--- src/hdl/ui_mix_mul.sv ---
`timescale 1ns / 1ps
`default_nettype none
// ----------------------------------------------------------------------------
// ui_mix_mul
// Shared signed multiplier with a registered product.
// ----------------------------------------------------------------------------
module ui_mix_mul (
  input  wire logic                     clk,
  input  wire logic signed [29:0]       a,
  input  wire logic signed [29:0]       b,
  output logic signed [59:0]            p
);
  always_ff @(posedge clk) begin
    p <= a * b;
  end
endmodule
`default_nettype wire

--- config.mk ---
export PLATFORM = sky130hd
export DESIGN_NAME = ui_mix_mul
export DESIGN_NICKNAME = d
export VERILOG_FILES = /design/src/hdl/ui_mix_mul.sv
export SDC_FILE = /design/constraint.sdc
export NUM_CORES = 2
export LEC_CHECK = 0
export ABC_AREA = 1
export BUFFER_PORTS_ARGS = -buffer_cell sky130_fd_sc_hd__buf_2
export CORE_UTILIZATION = 55
export CTS_CLUSTER_DIAMETER = 50
export DETAILED_ROUTE_END_ITERATION = 10
export PLACE_DENSITY = 0.82
export SLEW_MARGIN = 30
export SYNTH_ARGS = -nofsm -noshare
export SYNTH_HDL_FRONTEND = slang
export SYNTH_SLANG_ARGS = --single-unit
export TNS_END_PERCENT = 50
--- constraint.sdc ---
create_clock -name clk -period 14.3 [get_ports clk]
set_clock_uncertainty 0.2 [all_clocks]
set_input_delay 2.86 -clock clk [delete_from_list [all_inputs] [get_ports clk]]
set_output_delay 2.86 -clock clk [all_outputs]
set_load 0.02 [all_outputs]
Word-level counts from Yosys, hierarchy flattened --
Cells that the tools add are included.
Word-level totals: register bits after elaboration 60, input port bits 61, output and inout port bits 60, logic and storage cells 2
Operators by class: multiply operators 1
Operators with widths (count):
- 30-bit by 30-bit multiplier with 60-bit output | 1

Longest topological paths before layout --
word-level depth 1, gate-level depth with buffers 33, mapped depth without buffers 32

Worst setup path before layout --
OpenSTA, ideal clock, no wires.
path kind input -> register, from input b[3], to register p[47], library setup time 0.113 ns, arrival time 9.428 ns, data required time 13.987 ns, slack 4.559 ns, stages 27, buffers on the path 1, path through clkbuf_1 > nand2_1 > inv_1 > fa_1 > inv_1 > fa_1 > inv_1 > fa_1 > fa_1 > inv_1 > fa_1 > inv_1 > fa_1 > inv_1 > fa_1 > fa_1 > inv_1 > ha_1 > nand2_1 > nor2_1 > inv_1 > nor2_2 > inv_1 > nor3_1 > nand2_1 > nand4_1 > nand2_1
Between the ends: cells in the longest elaborated chain, start to end 1
RTL lines:
- start, declared | line 10 | input wire logic signed [29:0] b,
- 30-bit by 30-bit multiplier with 60-bit output | line 14 | p <= a * b;
- end signal, assigned | line 14
- end, declared | line 11 | output logic signed [59:0] p
Every way passes these cells.

Worst setup path in the final report --
from input a[29], to register p[54]
Between the ends: cells in the longest elaborated chain, start to end 1
RTL lines:
- start, declared | line 9 | input wire logic signed [29:0] a,
- 30-bit by 30-bit multiplier with 60-bit output | line 14
Every way passes these cells.

==> reports/summary.json <==
{
  "route": {
    "antenna_violating_nets_post_route": 0,
    "detail_route.first_pass.iterations": 6,
    "drtIter0Drc": 2065,
    "detail_route.drc_violations": 0,
    "detail_route.wirelength_um": 94400,
    "routed-via-count": 28200,
    "post_drt_via_cell_ratio": 5.19,
    "post_drt_wl_per_cell_um": 17.4
  },
  "logic_synthesis": {
    "postSynthCellCount": 4606,
    "async_flop_share": 0,
    "yosys_warnings": 0,
    "post-synth-top-area-cell": "fa_1",
    "ys_top_cells_by_area": "fa_1 (53%), inv_1 (16%), nand2_1 (13%)",
    "syn_avg_cell_area_sq_um": 7.84,
    "yosys.area.top_type_share": 0.531,
    "synth_common_cells": "inv_1 (1555), nand2_1 (1261), fa_1 (958), clkbuf_1 (179), ha_1 (174)",
    "ys.flop_type": "dfxtp_1",
    "syn_nets": 5799,
    "synthesis.area_sq_um": 36100,
    "ys_seq_elements": 60,
    "post_synth_num_cell_types": 38,
    "synth-edff-count": 0,
    "sequential_element_share_of_the_synthesized_area": 0.0332,
    "synth.most_common_cell": "inv_1"
  },
  "die": {
    "number_of_standard_cell_rows_in_the_floorplan": 93,
    "die_x_um": 258,
    "dieArea_sq_um": 66700,
    "initial_core_utilization": 0.559,
    "io-pin-count": 121,
    "die_h_um": 258,
    "core_region_area_sq_um": 64700
  },
  "grt": {
    "grt.total_usage": 0.302,
    "gr-total-overflow": 0,
    "grt_max_degree": 32,
    "grt_pass1_wl_um": 158000,
    "first_global_vias": 31500,
    "grt_antenna_before_repair": 4
  },
  "cells_and_area": {
    "fillerInstances": 5666,
    "fraction_of_layout_cells_with_a_size_suffix_above_1": 0.0455,
    "number_of_nets_in_the_layout": 5759,
    "layout.area.seq_sq_um": 1200,
    "area_growth_pct": 3.84,
    "max_ffs_per_register": 60,
    "largestRegisters": "p: 60 flops",
    "multi_input_area_sq_um": 28400,
    "registers.top_by_ff_count": "p"
  },
  "cts": {
    "cts_h_tree_lvls": 3,
    "clock_input_transition_at_the_sequential_cells_of_the_worst_setup_and_hold_paths_ns": 0.06,
    "tritoncts": "built",
    "hold_buffers": 0,
    "post_cts.repair.setup_buffers": 0,
    "cts.sinks": 60,
    "clockRootBuffer": "clkbuf_16",
    "cts_inserted_buffers": 9,
    "max-clock-path-buffers": 2,
    "cts_resized": 0
  },
  "timing": {
    "final_max_slew_viol_count": 0,
    "timing.final.crit_share": 0.751,
    "tightest_slew_ns": 0.946,
    "rsz0062_at_grt": "no",
    "hold_viol": 0,
    "setup_viol": 0,
    "setup_total_negative_slack_ns": 0,
    "period_minus_slack_ns": 10.73,
    "max_slew_margin": 0.370,
    "post-route-worst-setup-slack_ns": 3.57,
    "fmax_mhz": 93.2
  },
  "worst_setup_path": {
    "timing.critical_path.to": "p[54]$_DFF_P_",
    "type_of_element_launching_the_critical_path": "input port",
    "critPathCaptureType": "flip-flop",
    "timing_worst_setup_path_type": "input port to flip-flop",
    "critPathLaunch": "a[29]",
    "cp_max_fo": 30,
    "required_time_at_the_worst_slack_endpoint_ns": 14.34,
    "worst_ep_arrival_time_ns": 10.77
  },
  "status": {
    "run_status": "completed"
  },
  "flow_run": {
    "maxCapViolCount": 0
  },
  "placed_design": {
    "rd_place_congestion": 0.960,
    "io_buffer_count": 120,
    "dp_worst_setup_slack_ns": 3.25,
    "place_hpwl_um": 79800
  },
  "min_path": {
    "path_class_of_the_lowest_slack_min_delay_path": "input port to flip-flop"
  }
}
==> worst min-delay path by stage <==
stage	from	to	slack [ns]	cells after the start
floorplan	a[0]	p[0]$_DFF_P_	2.98	3
global placement	p[1]$_DFF_P_	p[1]	3.08	1
detailed placement	p[1]$_DFF_P_	p[1]	3.07	1
CTS	a[0]	p[0]$_DFF_P_	2.83	4
global route	b[0]	p[0]$_DFF_P_	2.90	4
finish	b[0]	p[0]$_DFF_P_	2.84	4
==> critical path, stage by stage <==
cell and delay (ns):
buf_2 0.48, nand2_1 0.24, inv_1 0.14, fa_1 0.39
inv_1 0.25, fa_1 0.47, inv_1 0.22, fa_1 0.49
fa_1 0.95, inv_1 0.47, fa_1 0.61, inv_1 0.06
fa_1 0.52, inv_1 0.05, fa_1 0.46, fa_1 0.52
inv_1 0.05, ha_1 0.38, a21oi_1 0.33, o21ai_0 0.23
o21bai_1 0.21, a21oi_1 0.18, nand3_1 0.10, nand2_1 0.07
nand2_1 0.04
==> layer usage <==
metal | part of all wire | GRT usage
met1 | 0.37 | 0.362
met2 | 0.51 | 0.536
met3 | 0.069 | 0.0411
met4 | 0.051 | 0.142
met5 | 0 | 0
==> cell usage in the layout (no fill, tap or decap), types with 2 or more instances in the layout <==
cell type | netlist | final
o21bai_1 | 9 | 9
a21oi_1 | 65 | 65
nand3b_1 | 4 | 4
diode_2 | 0 | 3
xnor2_1 | 11 | 11
nor2_2 | 17 | 17
nand3_2 | 5 | 5
ha_1 | 174 | 174
nand3_1 | 61 | 61
buf_2 | 0 | 120
nand2_1 | 1261 | 1261
xor2_1 | 34 | 34
nand4_1 | 18 | 18
nor3_1 | 6 | 6
or2_2 | 7 | 7
nor3_2 | 2 | 2
o21ai_0 | 21 | 21
buf_4 | 0 | 9
a21oi_2 | 4 | 4
bufinv_16 | 0 | 2
nor2_1 | 109 | 109
clkbuf_16 | 0 | 9
inv_2 | 8 | 9
dfxtp_1 | 60 | 60
inv_1 | 1555 | 1554
nor2_4 | 3 | 3
o21ai_1 | 7 | 7
clkbuf_1 | 179 | 2
nand2_2 | 14 | 14
fa_1 | 958 | 958
and2_1 | 2 | 2
==> cells by family (layout without fill, tap and decap cells) <==
| group | count (synthesis) | count (layout) | share of synthesized area |
|---|---|---|---|
| AO/OA/AOI/OAI | 111 | 111 | 0.0169 |
| XOR/XNOR | 45 | 45 | 0.0109 |
| adder cells (fa/ha/maj) | 1132 | 1132 | 0.591 |
| buffers and inverters | 1744 | 1709 | 0.181 |
| flip-flops | 60 | 60 | 0.0332 |
| other | 0 | 3 | 0 |
| AND/OR/NAND/NOR | 1514 | 1514 | 0.167 |
==> final cells by class <==
type | count | area share
multi-input cells | 2802 | 0.757
clock inverters | 4 | 0.00193
clock buffers | 12 | 0.00657
well taps | 855 | 0.0285
flip-flops and latches | 60 | 0.0320
inverters | 1564 | 0.156
diodes | 3 | 0.000200
repair buffers | 129 | 0.0178
==> stage by stage <==
| stage | utilization | hold slack (ns) | area [sq um] | instances |
|---|---|---|---|---|
| 2_1_floorplan | - | 2.98 | 36100 | 4606 |
| 3_3_place_gp | 0.575 | 3.08 | 37200 | 5410 |
| 3_5_place_dp | 0.575 | 3.07 | 37200 | 5410 |
| 4_1_cts | 0.580 | 2.83 | 37500 | 5426 |
| 5_1_grt | 0.580 | 2.90 | 37500 | 5428 |
| 6_report | 0.580 | 2.84 | 37500 | 5429 |
Power is left out: the tool's default activity adds up to more than one toggle a clock period on the data nets, which glitch-free logic cannot reach.
